--- src/hdl/imm_pkg.sv ---
// ----------------------------------------------------------------------------
// imm_pkg
// Shared types and constants of the integer matrix multiplier.
// ----------------------------------------------------------------------------
package imm_pkg;

    // sizes of the matrices and elements
    localparam int MAX_DIM    = 8;
    localparam int ELEM_WIDTH = 32;

    // fixed field widths of the ports
    localparam int OP_W   = 2;
    localparam int POS_W  = 3;
    localparam int DIM_W  = 4;
    localparam int VAL_W  = 32;
    localparam int CFG_IDX_W = 2;

    // derived widths
    localparam int IDX_W     = (MAX_DIM > 1) ? $clog2(MAX_DIM) : 1;
    localparam int ADDR_W    = 2 * IDX_W;
    localparam int MEM_DEPTH = 1 << ADDR_W;
    localparam int PROD_W    = 2 * ELEM_WIDTH;
    localparam int ACC_RAW_W = PROD_W + IDX_W + 1;
    localparam int ACC_W     = (ACC_RAW_W > VAL_W + 1) ? ACC_RAW_W : VAL_W + 1;

    // command queue between front and back
    localparam int QUEUE_DEPTH = 4;
    localparam int QPTR_W      = $clog2(QUEUE_DEPTH);
    localparam int QCNT_W      = QPTR_W + 1;

    // operation codes of an input transaction
    localparam logic [OP_W-1:0] OP_LOAD_A  = 2'd0;
    localparam logic [OP_W-1:0] OP_LOAD_B  = 2'd1;
    localparam logic [OP_W-1:0] OP_COMPUTE = 2'd2;

    // configuration register indexes
    localparam logic [CFG_IDX_W-1:0] REG_ROWS_A = 2'd0;
    localparam logic [CFG_IDX_W-1:0] REG_COLS_A = 2'd1;
    localparam logic [CFG_IDX_W-1:0] REG_ROWS_B = 2'd2;
    localparam logic [CFG_IDX_W-1:0] REG_COLS_B = 2'd3;

    // classified command kinds
    typedef enum logic [1:0] {
        CMD_LOAD_A,
        CMD_LOAD_B,
        CMD_COMPUTE,
        CMD_MISMATCH
    } t_kind;

    // one command passed from front to back
    typedef struct packed {
        t_kind                         kind;
        logic [IDX_W-1:0]              row;
        logic [IDX_W-1:0]              col;
        logic signed [ELEM_WIDTH-1:0]  value;
        logic [IDX_W-1:0]              last_i;
        logic [IDX_W-1:0]              last_j;
        logic [IDX_W-1:0]              last_k;
    } t_cmd;

    // tag riding along the multiply pipeline
    typedef struct packed {
        logic             valid;
        logic             err;
        logic             first_k;
        logic             last_k;
        logic             last_el;
        logic [IDX_W-1:0] row;
        logic [IDX_W-1:0] col;
    } t_tag;

endpackage

--- src/hdl/imm_front.sv ---
// ----------------------------------------------------------------------------
// imm_front
// Holds the dimension registers and classifies input transactions into
// commands for the back end.
// ----------------------------------------------------------------------------
module imm_front import imm_pkg::*; (
    input  logic                  i_clk,
    input  logic                  i_rst_n,
    input  logic                  i_cfg_we,
    input  logic [CFG_IDX_W-1:0]  i_cfg_index,
    input  logic [DIM_W-1:0]      i_cfg_data,
    input  logic                  i_push,
    input  logic [OP_W-1:0]       i_operation,
    input  logic [POS_W-1:0]      i_row_index,
    input  logic [POS_W-1:0]      i_col_index,
    input  logic signed [VAL_W-1:0] i_element_value,
    input  logic                  i_q_full,
    output logic                  o_q_push,
    output t_cmd                  o_q_cmd
);

    logic [DIM_W-1:0] r_rows_a;
    logic [DIM_W-1:0] r_cols_a;
    logic [DIM_W-1:0] r_rows_b;
    logic [DIM_W-1:0] r_cols_b;

    logic [IDX_W-1:0] last_ra;
    logic [IDX_W-1:0] last_ca;
    logic [IDX_W-1:0] last_rb;
    logic [IDX_W-1:0] last_cb;
    logic             in_range;
    logic             accept;

    // clamp a dimension to 1..MAX_DIM and return its last index
    function automatic logic [IDX_W-1:0] last_index(input logic [DIM_W-1:0] v);
        logic [DIM_W-1:0] c;
        if (v == '0) begin
            c = DIM_W'(1);
        end else if (v > DIM_W'(MAX_DIM)) begin
            c = DIM_W'(MAX_DIM);
        end else begin
            c = v;
        end
        return IDX_W'(c - DIM_W'(1));
    endfunction

    // dimension registers
    always_ff @(posedge i_clk) begin
        if (!i_rst_n) begin
            r_rows_a <= DIM_W'(1);
            r_cols_a <= DIM_W'(1);
            r_rows_b <= DIM_W'(1);
            r_cols_b <= DIM_W'(1);
        end else if (i_cfg_we) begin
            case (i_cfg_index)
                REG_ROWS_A: r_rows_a <= i_cfg_data;
                REG_COLS_A: r_cols_a <= i_cfg_data;
                REG_ROWS_B: r_rows_b <= i_cfg_data;
                REG_COLS_B: r_cols_b <= i_cfg_data;
                default: ;
            endcase
        end
    end

    assign last_ra  = last_index(r_rows_a);
    assign last_ca  = last_index(r_cols_a);
    assign last_rb  = last_index(r_rows_b);
    assign last_cb  = last_index(r_cols_b);
    assign in_range = (int'(i_row_index) < MAX_DIM) && (int'(i_col_index) < MAX_DIM);
    assign accept   = i_push && !i_q_full;

    // classify the transaction
    always_comb begin
        o_q_cmd.row    = IDX_W'(i_row_index);
        o_q_cmd.col    = IDX_W'(i_col_index);
        o_q_cmd.value  = ELEM_WIDTH'(i_element_value);
        o_q_cmd.last_i = last_ra;
        o_q_cmd.last_j = last_cb;
        o_q_cmd.last_k = last_ca;
        o_q_cmd.kind   = CMD_COMPUTE;
        o_q_push       = 1'b0;
        case (i_operation)
            OP_LOAD_A: begin
                o_q_cmd.kind = CMD_LOAD_A;
                o_q_push     = accept && in_range;
            end
            OP_LOAD_B: begin
                o_q_cmd.kind = CMD_LOAD_B;
                o_q_push     = accept && in_range;
            end
            OP_COMPUTE: begin
                o_q_cmd.kind = (last_ca != last_rb) ? CMD_MISMATCH : CMD_COMPUTE;
                o_q_push     = accept;
            end
            default: o_q_push = 1'b0;
        endcase
    end

endmodule

--- config.mk ---
export PLATFORM = sky130hd
export DESIGN_NAME = imm_front
export DESIGN_NICKNAME = d
export VERILOG_FILES = /design/src/hdl/imm_pkg.sv /design/src/hdl/imm_front.sv
export SDC_FILE = /design/constraint.sdc
export NUM_CORES = 1
export LEC_CHECK = 0
export BUFFER_PORTS_ARGS = -buffer_cell sky130_fd_sc_hd__buf_2
export CORE_ASPECT_RATIO = 1.25
export CORE_MARGIN = 5
export CORE_UTILIZATION = 41
export DETAILED_ROUTE_END_ITERATION = 8
export GPL_TIMING_DRIVEN = 0
export PLACE_DENSITY = 0.94
export SYNTH_ARGS = -nofsm -noshare
export SYNTH_HDL_FRONTEND = slang
export SYNTH_SLANG_ARGS = --single-unit
--- constraint.sdc ---
create_clock -name i_clk -period 2.2 [get_ports i_clk]
set_input_delay 0.44 -clock i_clk [delete_from_list [all_inputs] [get_ports i_clk]]
set_output_delay 0.44 -clock i_clk [all_outputs]
set_load 0.1 [all_outputs]
Word-level counts from Yosys, hierarchy flattened --
Cells that the tools add are included.
Word-level totals: input port bits 51, flip-flop bits (word level) 16, logic and storage cells 42, output and inout port bits 50
Cells by class: mux-type cells 11, reduce and logical (&&, ||, !) cells 13, add/subtract/negate cells 4, magnitude comparators 4, eq/ne operators 6
Operator list (number):
- $mux 3 | 8
- $gt 4x4->1 const B | 4
- $logic_not 4->1 | 4
- $sub 3x1->3 const B | 4
- $reduce_and 2->1 | 4
- $eq 2x2->1 const B | 3
- $pmux 2 s3 | 1
- $eq 2x1->1 const B | 2
- $logic_not 2->1 | 2
- $ne 3x3->1 | 1
- $reduce_or 3->1 | 1
- $mux 1 | 2
- $logic_and 1x1->1 | 1
- $logic_not 1->1 | 1

Depth between registers and ports, before layout --
depth after elaboration 7, depth in mapped cells 6, mapped depth without buffers 6

Worst setup path after synthesis --
No wires, ideal clock.
path kind register -> output, start point register r_cols_a[2], end point output port o_q_cmd[47] (netlist bit), stages on the path, launching flop included 7, required time 1.760 ns, path buffers 0, arrival 3.984 ns, setup slack -2.224 ns, cell sequence dfxtp_1 > nor2_1 > o21bai_2 > ha_1 > xnor2_2 > xnor2_1 > a41oi_1
RTL lines:
- from (decl) | line imm_front.sv:23 | logic [DIM_W-1:0] r_cols_a;
- from (signal assigned) | line imm_front.sv:57 | REG_COLS_A: r_cols_a <= i_cfg_data;
- to (decl) | line imm_front.sv:19 | output t_cmd o_q_cmd

==> results.txt <==
most common cell after layout, fill and taps aside - buf_2
Die Area - 4020 um^2
Root Driver - clkbuf_4
Period minus WS final - 2.15 ns
Sink Count - 16
Hold Buf Count CTS - 0
Maximum Capacitance Violations - 0
Worst Path Arrival - 1.71 ns
layout cell share with drive strength beyond 1 - 65.6%
worst hold path type - in2reg
syn_nets - 181
PnR worst setup slack - 0.0483 ns
Slew @ Worst Pin - 0.498 ns
Slew HR - 67.1%
GPL Wtd Cong - 0.695
clk_skew - 0 ns
peak supply drop - 0.460 mV
DP Worst Slack - -0.0880 ns
syn_area_per_cell - 9.26 um^2
Crit. End Element - output port
Fillers - 248
ANT cells - 0
r2r startpoint - r_cols_a[2]
Req. time, crit path - 1.76 ns
clock latency on the worst-skew pair - 0.27 ns
critical path type - reg2out
status - complete, no violations
vias in the first global route - 1059
Clock Pin Slew Worst Setup and Hold Paths - 0.08 ns
total vias in the final route - 1008
clock buffer depth - 2
Cells after Synth - 126
DP Area - 1630 um^2
drc violations - 0
final wirelength - 2890 um
Clk network pwr share - 13.6%
Die Width - 57.7 um
Final Hold Fails - 0
drt first pass iters - 4
Combinational Power Share - 57.7%
RSZ-0062 raised after global routing - yes
sw power - 0.559 mW
Switching Share - 52.0%
internal power - 0.516 mW
Nets - 249
pin count of the biggest net entering global routing - 11
commonest cells after routing, fill and taps aside - buf_2 (59), buf_4 (39), mux2i_1 (16), nor2b_1 (12), dfxtp_1 (12)
IO buf count - 62
die height - 69.7 um
Slew Viols, Final - 0
Synth Register Bits - 16
Final Cycle Share - 97.8%
Setup-failing EPs final - 0
critical path fanouts, max - 3
core area - 2710 um^2
Hold Startpoint - i_rst_n
static leakage - 0.880 nW
DRT antenna net count - 0
DP Wirelength - 2350 um
via/cell ratio - 4.46
Rows - 21
grt total ovfl - 0
I/O pin total - 101
maximum clock rate - 0.465 GHz
Finished Cell Area - 1730 um^2
Crit. Startpoint - r_cols_a[2]
sequential area share after synthesis - 27.4%
Total GRT Usage - 14.1%
TritonCTS clock tree - built
DR iter-0 viols - 8
initial antenna violation count - 0
post-DR wirelength/cell - 12.8 um
first-pass GRT wire length - 4580 um
Syn Std Cell Area - 1170 um^2
count of different cell masters after synthesis - 20
number of CTS-inserted buffers - 3
Crit path largest cell delay - 0.37 ns
Crit-path slowest cell - dfxtp_4
YS warnings - 0
CP cell instances - nor2_4, o21bai_4, ha_4, xnor2_4, xnor2_2, a41oi_4, buf_12
initial core utilization - 43.1%
Area Overhead vs Synth - 48.6%
pwr/cell area - 620 nW/um^2
sequential share of power - 28.7%
CP Launch Type - register
H-tree levels - 1
==> worst paths after layout <==
kind	endpoint	slack, ns	cells past startpoint
worst max-delay path	o_q_cmd[47]	0.05	7
worst min register to register	r_rows_b[0]	0.49	2
worst min-delay path	r_rows_b[3]	0.45	2
worst max register to register	r_cols_a[2]	1.52	2
==> cells by family after synthesis <==
logic type,Yosys count,synth area share (%)
simple gates,32,17.3
fa+ha+maj,4,4.29
flops,16,27.4
buf+inv,44,26.4
xor+xnor,8,6.65
compound gates,6,4.29
mux,16,13.7
==> stage by stage <==
stage                     util (%)  cells  hold slack [ns]  setup TNS (ns)  total power [mW]
after detailed placement      60.4    222            0.477         -0.0880             0.914
final                         64.1    226            0.447               0              1.07
after global routing          64.1    226            0.450         -0.0533              1.12
after global placement        60.4    222            0.467         -0.0638             0.909
after floorplan                  -    126            0.445          -0.933             0.839
after CTS                     63.2    226            0.444               0              1.08
==> cell type report <==
type / instances / area, um^2 / area share, %
clock buffers: 3 / 22.5 / 1.30
plain buffers: 40 / 293 / 16.9
repair buffers: 63 / 338 / 19.5
inverters: 4 / 26.3 / 1.52
well taps: 34 / 42.5 / 2.45
multi-input cells: 66 / 684 / 39.5
flip-flops and latches: 16 / 328 / 18.9
==> routing by layer <==
metal | part of all wire (%) | vias up | track usage (%)
met3 | 13 | 4 | 4.47
li1 | - | 504 | -
met5 | 0 | - | 0
met1 | 35 | 435 | 15.1
met4 | 1.1 | 0 | 4.64
met2 | 51 | 65 | 25.4
==> cell usage after synthesis <==
library cell	instances	area share, %
buf_4	38	24
dfxtp_1	16	27
mux2i_1	16	14
nor2b_1	12	6.4
nand2b_1	7	3.8
xnor2_1	7	5.3
ha_1	4	4.3
inv_1	4	1.3
nand2_1	4	1.3
nor2_1	4	1.3
o21bai_1	3	1.9
clkbuf_1	2	0.64
nand3b_1	2	1.3
a211oi_1	1	0.64
a41oi_1	1	0.75
nand2b_4	1	1.2
nand3_1	1	0.43
nor3b_4	1	1.6
o21bai_2	1	0.96
xnor2_2	1	1.4
==> registers in the layout, summed over array words and instances, names as in the netlist <==
register and count:
r_rows_a 4, r_cols_a 4, r_cols_b 4, r_rows_b 4
==> worst max-delay path: cells and delay by family, from the launching register on <==
kind,cells,cell delay [ns]
DFF,1,0.37
and+or+nand+nor,1,0.11
buffers and inverters,1,0.19
AOI/OAI and AO/OA,2,0.22
adders and majority gates,1,0.19
xor gates and xnor gates,2,0.35
==> power by group through the flow <==
stage	clock, mW	sequential [mW]	combinational [mW]
global route	0.168	0.310	0.641
finish	0.146	0.308	0.621
floorplan	0	0.313	0.526
detailed placement	0	0.315	0.599
CTS	0.153	0.308	0.618
global placement	0	0.315	0.594
==> repair_timing <==
| item | CTS | global route |
|---|---|---|
| resized for setup | 12 | 6 |
| setup buffers | 1 | 0 |
| pin swaps | 3 | 3 |
| endpoints found under the setup margin | 3 | 4 |
(Power assumes the default switching activity.)
