===== config.mk =====
export PLATFORM = sky130hd
export DESIGN_NAME = imm_queue
export DESIGN_NICKNAME = d
export VERILOG_FILES = /design/src/hdl/imm_pkg.sv /design/src/hdl/imm_queue.sv
export SDC_FILE = /design/constraint.sdc
export NUM_CORES = 1
export LEC_CHECK = 0
export ABC_AREA = 1
export BUFFER_PORTS_ARGS = -buffer_cell sky130_fd_sc_hd__buf_2
export CELL_PAD_IN_SITES_DETAIL_PLACEMENT = 1
export CELL_PAD_IN_SITES_GLOBAL_PLACEMENT = 2
export CORE_UTILIZATION = 40
export CTS_CLUSTER_DIAMETER = 40
export DETAILED_ROUTE_END_ITERATION = 10
export PLACE_DENSITY_LB_ADDON = 0.1
export SYNTH_ARGS = -nofsm -noshare
export SYNTH_HDL_FRONTEND = slang
export SYNTH_SLANG_ARGS = --single-unit

===== constraint.sdc =====
create_clock -name i_clk -period 10.4 [get_ports i_clk]
set_clock_uncertainty 0.2 [all_clocks]
set_input_delay 1.04 -clock i_clk [delete_from_list [all_inputs] [get_ports i_clk]]
set_output_delay 1.04 -clock i_clk [all_outputs]
set_load 0.1 [all_outputs]

===== src/hdl/imm_pkg.sv =====
// ----------------------------------------------------------------------------
// imm_pkg
// Shared types and constants of the integer matrix multiplier.
// ----------------------------------------------------------------------------
package imm_pkg;

    // sizes of the matrices and elements
    localparam int MAX_DIM    = 8;
    localparam int ELEM_WIDTH = 32;

    // fixed field widths of the ports
    localparam int OP_W   = 2;
    localparam int POS_W  = 3;
    localparam int DIM_W  = 4;
    localparam int VAL_W  = 32;
    localparam int CFG_IDX_W = 2;

    // derived widths
    localparam int IDX_W     = (MAX_DIM > 1) ? $clog2(MAX_DIM) : 1;
    localparam int ADDR_W    = 2 * IDX_W;
    localparam int MEM_DEPTH = 1 << ADDR_W;
    localparam int PROD_W    = 2 * ELEM_WIDTH;
    localparam int ACC_RAW_W = PROD_W + IDX_W + 1;
    localparam int ACC_W     = (ACC_RAW_W > VAL_W + 1) ? ACC_RAW_W : VAL_W + 1;

    // command queue between front and back
    localparam int QUEUE_DEPTH = 4;
    localparam int QPTR_W      = $clog2(QUEUE_DEPTH);
    localparam int QCNT_W      = QPTR_W + 1;

    // operation codes of an input transaction
    localparam logic [OP_W-1:0] OP_LOAD_A  = 2'd0;
    localparam logic [OP_W-1:0] OP_LOAD_B  = 2'd1;
    localparam logic [OP_W-1:0] OP_COMPUTE = 2'd2;

    // configuration register indexes
    localparam logic [CFG_IDX_W-1:0] REG_ROWS_A = 2'd0;
    localparam logic [CFG_IDX_W-1:0] REG_COLS_A = 2'd1;
    localparam logic [CFG_IDX_W-1:0] REG_ROWS_B = 2'd2;
    localparam logic [CFG_IDX_W-1:0] REG_COLS_B = 2'd3;

    // classified command kinds
    typedef enum logic [1:0] {
        CMD_LOAD_A,
        CMD_LOAD_B,
        CMD_COMPUTE,
        CMD_MISMATCH
    } t_kind;

    // one command passed from front to back
    typedef struct packed {
        t_kind                         kind;
        logic [IDX_W-1:0]              row;
        logic [IDX_W-1:0]              col;
        logic signed [ELEM_WIDTH-1:0]  value;
        logic [IDX_W-1:0]              last_i;
        logic [IDX_W-1:0]              last_j;
        logic [IDX_W-1:0]              last_k;
    } t_cmd;

    // tag riding along the multiply pipeline
    typedef struct packed {
        logic             valid;
        logic             err;
        logic             first_k;
        logic             last_k;
        logic             last_el;
        logic [IDX_W-1:0] row;
        logic [IDX_W-1:0] col;
    } t_tag;

endpackage


===== src/hdl/imm_queue.sv =====
// ----------------------------------------------------------------------------
// imm_queue
// Short command queue that decouples the front from the back end.
// ----------------------------------------------------------------------------
module imm_queue import imm_pkg::*; (
    input  logic i_clk,
    input  logic i_rst_n,
    input  logic i_push,
    input  t_cmd i_cmd,
    output logic o_full,
    input  logic i_pop,
    output t_cmd o_cmd,
    output logic o_empty
);

    t_cmd              r_mem [QUEUE_DEPTH];
    logic [QPTR_W-1:0] r_wr_ptr;
    logic [QPTR_W-1:0] r_rd_ptr;
    logic [QCNT_W-1:0] r_count;

    logic do_push;
    logic do_pop;

    assign o_full  = (r_count == QCNT_W'(QUEUE_DEPTH));
    assign o_empty = (r_count == '0);
    assign do_push = i_push && !o_full;
    assign do_pop  = i_pop && !o_empty;
    assign o_cmd   = r_mem[r_rd_ptr];

    // storage
    always_ff @(posedge i_clk) begin
        if (do_push) begin
            r_mem[r_wr_ptr] <= i_cmd;
        end
    end

    // pointers and fill count
    always_ff @(posedge i_clk) begin
        if (!i_rst_n) begin
            r_wr_ptr <= '0;
            r_rd_ptr <= '0;
            r_count  <= '0;
        end else begin
            if (do_push) begin
                r_wr_ptr <= r_wr_ptr + QPTR_W'(1);
            end
            if (do_pop) begin
                r_rd_ptr <= r_rd_ptr + QPTR_W'(1);
            end
            case ({do_push, do_pop})
                2'b10:   r_count <= r_count + QCNT_W'(1);
                2'b01:   r_count <= r_count - QCNT_W'(1);
                default: r_count <= r_count;
            endcase
        end
    end

endmodule


* After elaboration in Yosys (flattened, before gate mapping)
Memory sizes are Yosys's and may differ from the RTL's. A register that Yosys moved wholly into a read port is not among the register bits.
Index checks and enable logic that the tools add are counted.
W data, S select, Z words.
** Operators by class
- $add $sub $neg :: 4
- Equal/unequal tests :: 3
- Muxes and demuxes :: 5
- Reduce and logical (&&, ||, !) cells :: 6
** Operators with widths (number)
- $pmux W3 S2 :: 1
- $add A2 B1 Y2 const B :: 2
- $mux W2 :: 2
- $add A3 B1 Y3 const B :: 1
- $eq A3 B3 Y1 const B :: 1
- $logic_not A3 Y1 :: 1
- $sub A3 B1 Y3 const B :: 1
- $eq A2 B1 Y1 const B :: 1
- $eq A2 B2 Y1 const B :: 1
- $logic_and A1 B1 Y1 :: 2
- $logic_not A1 Y1 :: 2
- $mux W1 :: 2
- $reduce_bool A2 Y1 :: 1
** Word-level totals
- Register bits :: 7
- RAM bits :: 196
- Logic and storage cells :: 22
- Memories :: 1
** Memory list
- r_mem :: depth 4, bits a word 49, read ports 1, clocked after memory_dff 1, wr ports 1, line imm_queue.sv:16 : t_cmd r_mem [QUEUE_DEPTH];

* Longest topological paths before layout
Gate-level depths: netlist of run 1.
- Word-level depth :: 5
- Mapped depth :: 13
- Mapped depth without buffers :: 13

* Worst setup path before layout of run 1
OpenSTA, ideal clock, no wires.
- Path kind :: input-to-reg
- From :: input i_push
- To :: memory r_mem[0][0] (netlist name) (enable)
- Data arrival time :: 3246 ps
- Required time :: 9744 ps
- Slack :: 6498 ps
- Stages on the path :: 2
- Buffers on the path :: 0
- Cell sequence :: nand2_1 -> nor2_1
** On the way
- Longest elaborated chain between the ends :: 3
** Ends and longest elaborated chain
- from (decl) :: line imm_queue.sv:8 : input logic i_push,
- $logic_and A1 B1 Y1 :: line imm_queue.sv:26 : assign do_push = i_push && !o_full;
- $mux W1 :: line imm_queue.sv:32 : if (do_push) begin
- $mux W1 (not written as such) :: line imm_queue.sv:33 : r_mem[r_wr_ptr] <= i_cmd;
- to (decl) :: line imm_queue.sv:16
Every way passes these cells.

==> run summary, run 1 <==
Area added between synthesis and finish = 23.3%
GR Overflow Total = 0
Htree depth = 1
Final setup vio count = 0
Element type at the critical path end = primary output
Cts hold-fix bufs = 0
Largest family of logic cells by synthesized area = compound AO/OA/AOI/OAI gates
Syn nets = 603
Syn_area_per_cell = 14.2 sq um
Maximum vdd drop = 0.000189 V
Die outline width = 141 um
Post-synthesis compound-gate area fraction = 10.7%
Crit Reg-Reg Startpoint = r_count[1]
Via count = 4792
TritonCTS clock tree = yes
WP data required = 9160 ps
Via/cell ratio = 5.10
Worst min path class = flip-flop to flip-flop
Hold path start = r_rd_ptr[1]
Fillcell total = 1898
Rows = 50
Root buf cell = clkbuf_16
Cell area after synthesis = 7740 sq um
Total power per unit cell area = 335 nW/um^2
DRC = 0
Synth Register Bits = 205
RSZ-0062 raised after global routing = false
Global-route wire length before repair = 27400 um
FF-to-FF path depth = 12
WL final = 17500 um
Fmax = 0.229 GHz
Asr flop ratio synth = 0%
Multiplexer share of the synthesized area = 0%
Reg2reg end = r_count[2]
Die Ht = 141 um
Minimum clock period after layout = 4370 ps
Ports = 104
Synth Area in XOR/XNOR = 0%
Starting DRT DRC Count = 192
Relative slew slack = 32.7%
Wire per inst = 18.6 um
Layout Nets = 713
Final ANT Viol Nets = 0
First-pass DRT Iterations = 4
Tcrit/Tclk final = 42.0%
Post-CTS Setup Inserts = 0
GRT Total Usage = 17.8%
Slew at the pin closest to its max-slew limit = 1010 ps
Gp weighted congestion = 0.695
Clock sink count = 205
Ys Warns = 0
HPWL after detailed placement = 9320 um
Status = finished, final reports clean
Maximum buffer depth of the clock tree = 3
Reg area = 6070 sq um
Worst hold path depth = 2
Post-synth EDFFs = 196
Die footprint = 19900 sq um
Leakage = 3.40 nW
Sequential area share after synthesis = 78.3%
Initial Utilization = 41.1%
Synth Instances = 544
Setup TNS = 0 ps
Vias in the first global route = 5183
Max Slew Vio Count = 0
Clk Latency, worst-skew pair = 530 ps
Worst hold slack = 293 ps
Hold Vio Cnt, Final = 0
Fraction of layout cells with a size suffix above 1 = 25.0%
Synthesized-area fraction occupied by adder cells = 1.07%
Area of the multi-input gates = 1430 sq um
Top FF cell, synth = edfxtp_1
Num CTS Buffers = 31
Resized cells post-CTS = 0
Worst setup SP type = flip-flop
Core area = 18800 sq um
Reg clk slew, reported paths = 60 ps
Worst setup path class = flip-flop to primary output
Initial antenna violation count = 3
IO Port Bufs = 103
Synth unique cells = 19
Critical path fanouts, max = 98
Post-Synth Simple-Gate Area = 6.29%
WP data arrival = 3130 ps
Max Cap Violations = 0
Largest net degree at the start of global routing = 99
FF-to-FF setup slack = 7980 ps
-- cells in the final DEF, fill, tap and decap left out --
| cell type | netlist | routed |
|---|---|---|
| edfxtp_1 | 196 | 196 |
| nor2_1 | 108 | 104 |
| buf_2 | 12 | 103 |
| o21ai_0 | 95 | 95 |
| o22ai_1 | 49 | 49 |
| clkbuf_16 | 0 | 31 |
| inv_1 | 18 | 18 |
| nand2_1 | 15 | 15 |
| dfxtp_1 | 9 | 7 |
| inv_6 | 1 | 6 |
| clkinvlp_4 | 0 | 6 |
| o21ai_1 | 5 | 5 |
| a21oi_1 | 5 | 5 |
| nand3_1 | 5 | 5 |
| ha_1 | 5 | 5 |
| bufinv_16 | 0 | 5 |
| buf_4 | 2 | 5 |
| nor2_4 | 0 | 4 |
| clkinv_1 | 0 | 4 |
| clkinv_4 | 0 | 3 |
| inv_8 | 0 | 2 |
| clkinv_2 | 0 | 2 |
| diode_2 | 0 | 1 |
| inv_2 | 1 | 1 |
| fa_1 | 1 | 1 |
| dfxtp_4 | 0 | 1 |
| dfxtp_2 | 0 | 1 |
-- report_power, final --
part / total (mW) / internal [mW] / leakage [nW] / switching [mW]
Sequential: 1.02 / 0.984 / 1.87 / 0.0387
Clock: 1.06 / 0.678 / 0.515 / 0.382
Combinational: 1.11 / 0.155 / 1.02 / 0.959
Total: 3.20 / 1.82 / 3.40 / 1.38
-- worst max path at each step --
| stage | startpoint | end | slack [ps] | depth (start not counted) |
|---|---|---|---|---|
| floorplan | i_push | r_mem[0][0] | 6500 | 2 |
| global placement | flip-flop | o_cmd[16] | 6630 | 4 |
| detailed placement | flip-flop | o_cmd[40] | 6630 | 5 |
| CTS | flip-flop | o_cmd[40] | 6050 | 5 |
| global route | flip-flop | o_cmd[18] | 5900 | 5 |
| finish | flip-flop | o_cmd[40] | 6030 | 5 |
-- sequential cells by signal (all words and copies together) (netlist names), named ones only --
| signal | cells |
|---|---|
| r_rd_ptr | 2 |
| r_mem | 196 |
| r_wr_ptr | 2 |
| r_count | 3 |
-- stage by stage --
stage | cells | total power [mW] | setup slack [ps] | util [%] | cell area (sq um)
6_report | 940 | 3.20 | 6030 | 50.7 | 9550
5_1_grt | 940 | 3.31 | 5900 | 50.7 | 9550
4_1_cts | 939 | 3.23 | 6050 | 50.7 | 9550
3_5_place_dp | 881 | 2.17 | 6630 | 44.9 | 8460
3_3_place_gp | 881 | 2.15 | 6630 | 44.9 | 8460
2_1_floorplan | 544 | 1.97 | 6500 | - | 7740
-- area by class of cell --
| type | instances | area share, % |
|---|---|---|
| Antenna cell | 1 | 0.0262 |
| Clock buffer | 31 | 8.12 |
| Clock inverter | 27 | 3.27 |
| Inverter | 20 | 0.838 |
| Multi-Input combinational cell | 288 | 15.0 |
| Sequential cell | 205 | 63.6 |
| Tap cell | 260 | 3.41 |
| Timing Repair Buffer | 108 | 5.79 |
-- cell usage after synthesis (6+ instances only) --
| cell type | count | area (sq um) |
|---|---|---|
| inv_1 | 18 | 67.6 |
| buf_6 | 7 | 78.8 |
| nor2_1 | 108 | 405 |
| o22ai_1 | 49 | 307 |
| dfxtp_1 | 9 | 180 |
| o21ai_0 | 95 | 475 |
| nand2_1 | 15 | 56.3 |
| buf_2 | 12 | 60.1 |
| clkbuf_1 | 6 | 22.5 |
| edfxtp_1 | 196 | 5890 |
-- worst max-delay path, stage by stage, from the launching register on --
cell and delay [ps]:
dfxtp_4 540, buf_4 680, inv_6 440, o21ai_0 380, o22ai_1 120, buf_2 310
-- metal layers --
layer / vias up / GRT usage, % / wire length [um]
met1: 2403 / 22.3 / 7700
li1: 2249 / - / -
met4: 2 / 4.52 / 305
met5: - / 0 / 8
met3: 29 / 3.40 / 796
met2: 109 / 31.6 / 8690
-- logic make-up (layout without fill, tap and decap cells) --
logic type / count (synthesis) / in the layout
AOI/OAI and AO/OA: 154 / 154
adders and majority gates: 6 / 6
buffers and inverters: 51 / 186
DFF: 205 / 205
other: 0 / 1
and+or+nand+nor: 128 / 128
Power figures use the tool's default switching activity.
==> run 2, diff against run 1 <==
- clock period: 10.4 -> 4.4 ns (I/O delays scaled with it)
==> run summary, run 2 (same netlist as run 1, synthesis figures left out) <==
Largest regs = r_mem x196, r_count x3 (unchanged)
Commonest cells after routing, fill and taps aside = edfxtp_1, nor2_1, buf_2 (unchanged)
Die Ht = 141 um (unchanged)
Pwr Total = 7.66 mW (was 3.20 mW)
WP data required = 3760 ps (was 9160 ps)
Tcrit/Tclk final = 83.2%
Final ANT Viol Nets = 0 (unchanged)
Worst min path class = input pin to flip-flop (was flip-flop to flip-flop)
Hold Vio Cnt, Final = 0 (unchanged)
Via count = 4977 (was 4792)
Crit-path leading delay family = buffers and inverters (unchanged)
Crit-path cells = inv_2 > o21ai_0 > o22ai_1 > buf_2 (was buf_4 > inv_6 > o21ai_0 > o22ai_1 > buf_2)
Maximum vdd drop = 0.000519 V (was 0.000189 V)
Critical path fanouts, max = 50 (was 98)
Global-route wire length before repair = 29300 um (was 27400 um)
Initial antenna violation count = 1 (was 3)
Vias in the first global route = 5452 (was 5183)
Fmax = 0.273 GHz
Rows = 50 (unchanged)
CP bufs+invs = 2 (was 3)
Gp weighted congestion = 0.731 (was 0.695)
Clk Latency, worst-skew pair = 490 ps (was 530 ps)
Non-Filler Instances = 995 (was 940)
Minimum clock period after layout = 3660 ps
Max Slew Vio Count = 0 (unchanged)
Fraction of layout cells with a size suffix above 1 = 23.4% (was 25.0%)
DRC = 0 (unchanged)
GRT Total Usage = 19.3% (was 17.8%)
Dpl cell area = 8480 sq um (was 8460 sq um)
Reg with most FFs = r_mem (unchanged)
Commonest non-fill, non-tap cell in the layout = edfxtp_1 (unchanged)
WP data arrival = 3020 ps (was 3130 ps)
Clock sink count = 205 (unchanged)
Leakage = 3.64 nW (was 3.40 nW)
Initial Utilization = 41.1% (unchanged)
Dpl ws = 1170 ps (was 6630 ps)
Post-route cell area = 10100 sq um (was 9550 sq um)
Ports = 104 (unchanged)
HPWL after detailed placement = 9900 um (was 9320 um)
Max FFs per register = 196 (unchanged)
Slew at the pin closest to its max-slew limit = 1030 ps (was 1010 ps)
Final setup vio count = 0 (unchanged)
IO Port Bufs = 103 (unchanged)
Worst setup path class = flip-flop to primary output (unchanged)
Status = finished, final reports clean (unchanged)
Worst setup SP type = flip-flop (unchanged)
Maximum buffer depth of the clock tree = 3 (unchanged)
Starting DRT DRC Count = 271 (was 192)
Cell count after placement = 883 (was 881)
Die outline width = 141 um (unchanged)
Layout Nets = 768 (was 713)
Root buf cell = clkbuf_16 (unchanged)
Area added between synthesis and finish = 30.4% (was 23.3%)
Worst hold slack = 49.3 ps (was 293 ps)
Total power per unit cell area = 759 nW/um^2 (was 335 nW/um^2)
Fin util = 53.6% (was 50.7%)
First-pass DRT Iterations = 4 (unchanged)
CP max-delay cell = inv_2 (was buf_4)
Via/cell ratio = 5.00 (was 5.10)
Fin worst setup slack = 740 ps (was 6030 ps)
TritonCTS clock tree = yes (unchanged)
Max Cap Violations = 0 (unchanged)
GR Overflow Total = 0 (unchanged)
Core area = 18800 sq um (unchanged)
Htree depth = 2 (was 1)
Largest net degree at the start of global routing = 99 (unchanged)
Setup TNS = 0 ps (unchanged)
CP peak stage delay = 870 ps (was 680 ps)
Post-CTS Setup Inserts = 0 (unchanged)
RSZ-0062 raised after global routing = false (unchanged)
Fillcell total = 1875 (was 1898)
Relative slew slack = 31.2% (was 32.7%)
Num CTS Buffers = 34 (was 31)
Element type at the critical path end = primary output (unchanged)
Resized cells post-CTS = 0 (unchanged)
Wire per inst = 19.0 um (was 18.6 um)
Reg clk slew, reported paths = 50 ps (was 60 ps)
WL final = 18900 um (was 17500 um)
Die footprint = 19900 sq um (unchanged)
==> run 2: timing repair <==
item / in CTS / in global routing
endpoints found under the hold margin: 197 / 0
hold buffers: 50 / 0
endpoints found under the setup margin: 0 / 0
==> run 2: tightest hold or removal path, stage by stage <==
cell and delay, ps:
buf_2 110, nand3_1 70, a21oi_1 60
==> run 2: layout make-up <==
class,count,area (sq um),area share [%]
Antenna cell,1,2.50,0.0248
Clock buffer,40,937,9.28
Clock inverter,21,183,1.81
Inverter,20,80.1,0.793
Multi-Input combinational cell,288,1430,14.2
Sequential cell,205,6070,60.1
Tap cell,260,325,3.22
Timing Repair Buffer,160,1070,10.6
==> run 2: worst paths after layout <==
| path | from | slack, ps | end | cells past startpoint |
|---|---|---|---|---|
| hold / removal | i_push | 50 | r_wr_ptr[0] | 3 |
| hold reg to reg | r_rd_ptr[1] | 290 | flip-flop | 2 |
| setup / recovery | flip-flop | 740 | o_cmd[16] | 4 |
| setup reg to reg | r_count[1] | 1800 | r_mem[3][21] | 5 |
==> run 2: power by group <==
part           internal [mW]  switching (mW)  leakage (nW)  total (mW)
clock network           1.65           0.907         0.528        2.55
logic                  0.399            2.25          1.24        2.65
registers               2.33           0.133          1.87        2.46
==> run 2: per-layer routing <==
layer,wire [um],GRT usage (%),vias to the layer above
met2,9120,32.9,113
met5,0,0,-
met4,393,6.01,0
met1,8460,24.2,2472
met3,909,4.89,35
li1,-,-,2357
==> run 3, diff against run 2 <==
- clock period: 4.4 -> 3.78 ns (I/O delays scaled with it)
==> run summary, run 3 (same netlist as run 1, synthesis figures left out) <==
Slew at the pin closest to its max-slew limit = 805 ps (was 1030 ps)
Worst min path class = flip-flop to flip-flop (was input pin to flip-flop)
IO Port Bufs = 103 (unchanged)
Minimum clock period after layout = 3070 ps
First-pass DRT Iterations = 4 (unchanged)
Resized cells post-CTS = 0 (unchanged)
Reg clk slew, reported paths = 50 ps (about the same)
Max Slew Vio Count = 0 (unchanged)
Critical path fanouts, max = 98 (was 50)
Maximum vdd drop = 0.000614 V (was 0.000519 V)
Starting DRT DRC Count = 216 (was 271)
Relative slew slack = 46.3% (was 31.2%)
Htree depth = 1 (was 2)
Antenna Cells = 0 (was 1)
GRT Total Usage = 19.0% (was 19.3%)
Commonest cells after routing, fill and taps aside = edfxtp_1, nor2_1, buf_2 (unchanged)
Initial antenna violation count = 0 (was 1)
Vias in the first global route = 5507 (was 5452)
Crit-path cells = inv_6 > o21ai_0 > o22ai_1 > buf_2 (was inv_2 > o21ai_0 > o22ai_1 > buf_2)
WP data arrival = 2500 ps (was 3020 ps)
Core area = 18800 sq um (unchanged)
WL final = 18400 um (was 18900 um)
Via count = 5000 (was 4977)
Pwr Total = 8.90 mW (was 7.66 mW)
Wire per inst = 18.5 um (was 19.0 um)
Element type at the critical path end = primary output (unchanged)
Clk Latency, worst-skew pair = 530 ps (was 490 ps)
Largest regs = r_mem x196, r_count x3 (unchanged)
Hold Vio Cnt, Final = 0 (unchanged)
Layout Nets = 770 (was 768)
Final setup vio count = 0 (unchanged)
Leakage = 3.66 nW (was 3.64 nW)
DRC = 0 (unchanged)
Commonest non-fill, non-tap cell in the layout = edfxtp_1 (unchanged)
Post-CTS Setup Inserts = 0 (unchanged)
Die footprint = 19900 sq um (unchanged)
GR Overflow Total = 0 (unchanged)
HPWL after detailed placement = 9720 um (was 9900 um)
Area added between synthesis and finish = 30.7% (was 30.4%)
Cell count after placement = 886 (was 883)
Initial Utilization = 41.1% (unchanged)
Ports = 104 (unchanged)
Fin util = 53.7% (was 53.6%)
Die Ht = 141 um (unchanged)
Maximum buffer depth of the clock tree = 3 (unchanged)
Total power per unit cell area = 880 nW/um^2 (was 759 nW/um^2)
Num CTS Buffers = 31 (was 34)
Setup TNS = 0 ps (unchanged)
Max FFs per register = 196 (unchanged)
Gp weighted congestion = 0.682 (was 0.731)
Fmax = 0.325 GHz
TritonCTS clock tree = yes (unchanged)
Root buf cell = clkbuf_16 (unchanged)
Rows = 50 (unchanged)
Clock sink count = 205 (unchanged)
Die outline width = 141 um (unchanged)
WP data required = 3200 ps (was 3760 ps)
Worst setup SP type = flip-flop (unchanged)
Dpl ws = 1220 ps (was 1170 ps)
Final ANT Viol Nets = 0 (unchanged)
Via/cell ratio = 5.03 (was 5.00)
Fin worst setup slack = 706 ps (was 740 ps)
Global-route wire length before repair = 29200 um (was 29300 um)
CP peak stage delay = 560 ps (was 870 ps)
Non-Filler Instances = 995 (unchanged)
Largest net degree at the start of global routing = 99 (unchanged)
Reg with most FFs = r_mem (unchanged)
Status = finished, final reports clean (unchanged)
Tcrit/Tclk final = 81.3%
Max Cap Violations = 0 (unchanged)
Worst setup path class = flip-flop to primary output (unchanged)
CP max-delay cell = inv_6 (was inv_2)
Fraction of layout cells with a size suffix above 1 = 23.1% (was 23.4%)
RSZ-0062 raised after global routing = false (unchanged)
==> run 3: critical path: cells and delay by family (launching register included) <==
kind	cells	cell delay, ps
AO/OA/AOI/OAI	2	460
buffers and inverters	2	1040
flip-flops	1	460
==> run 3: metrics by stage <==
stage                     hold WS [ps]  area (sq um)
after CTS                          304         10100
after global placement             278          8510
final                              302         10100
after detailed placement           296          8510
after floorplan                    262          7740
after global routing               337         10100
==> run 3: final cells by class <==
| cell class | instances | area, sq um |
|---|---|---|
| Clock buffer | 38 | 822 |
| Clock inverter | 19 | 264 |
| Fill cell | 1890 | 8710 |
| Inverter | 20 | 80.1 |
| Multi-Input combinational cell | 288 | 1430 |
| Sequential cell | 205 | 6070 |
| Tap cell | 260 | 325 |
| Timing Repair Buffer | 165 | 1120 |
==> run 3: worst paths after layout <==
| check | startpoint | end | slack, ps | depth (start not counted) |
|---|---|---|---|---|
| setup / recovery | flip-flop | o_cmd[46] | 710 | 4 |
| hold / removal | r_wr_ptr[0] | r_wr_ptr[0] | 300 | 2 |
| setup reg to reg | r_count[1] | r_mem[1][48] | 1340 | 5 |
| hold reg to reg | r_wr_ptr[0] | r_wr_ptr[0] | 300 | 2 |
==> run 3: timing repair <==
item | in CTS | in global routing
hold endpoints to repair | 205 | 0
hold buffers | 52 | 0
setup endpoints to repair | 0 | 0
==> run 3: report_power, final <==
part | internal (mW) | switching (mW)
clock | 1.95 | 0.997
sequential | 2.71 | 0.0855
combinational | 0.479 | 2.69
==> run 3: routing by layer <==
| metal | routed length (um) | up-vias | track usage, % |
|---|---|---|---|
| met4 | 352 | 0 | 5.55 |
| met2 | 9160 | 103 | 32.9 |
| met1 | 8130 | 2505 | 24.4 |
| met3 | 758 | 33 | 3.50 |
| met5 | 0 | - | 0 |
| li1 | - | 2359 | - |
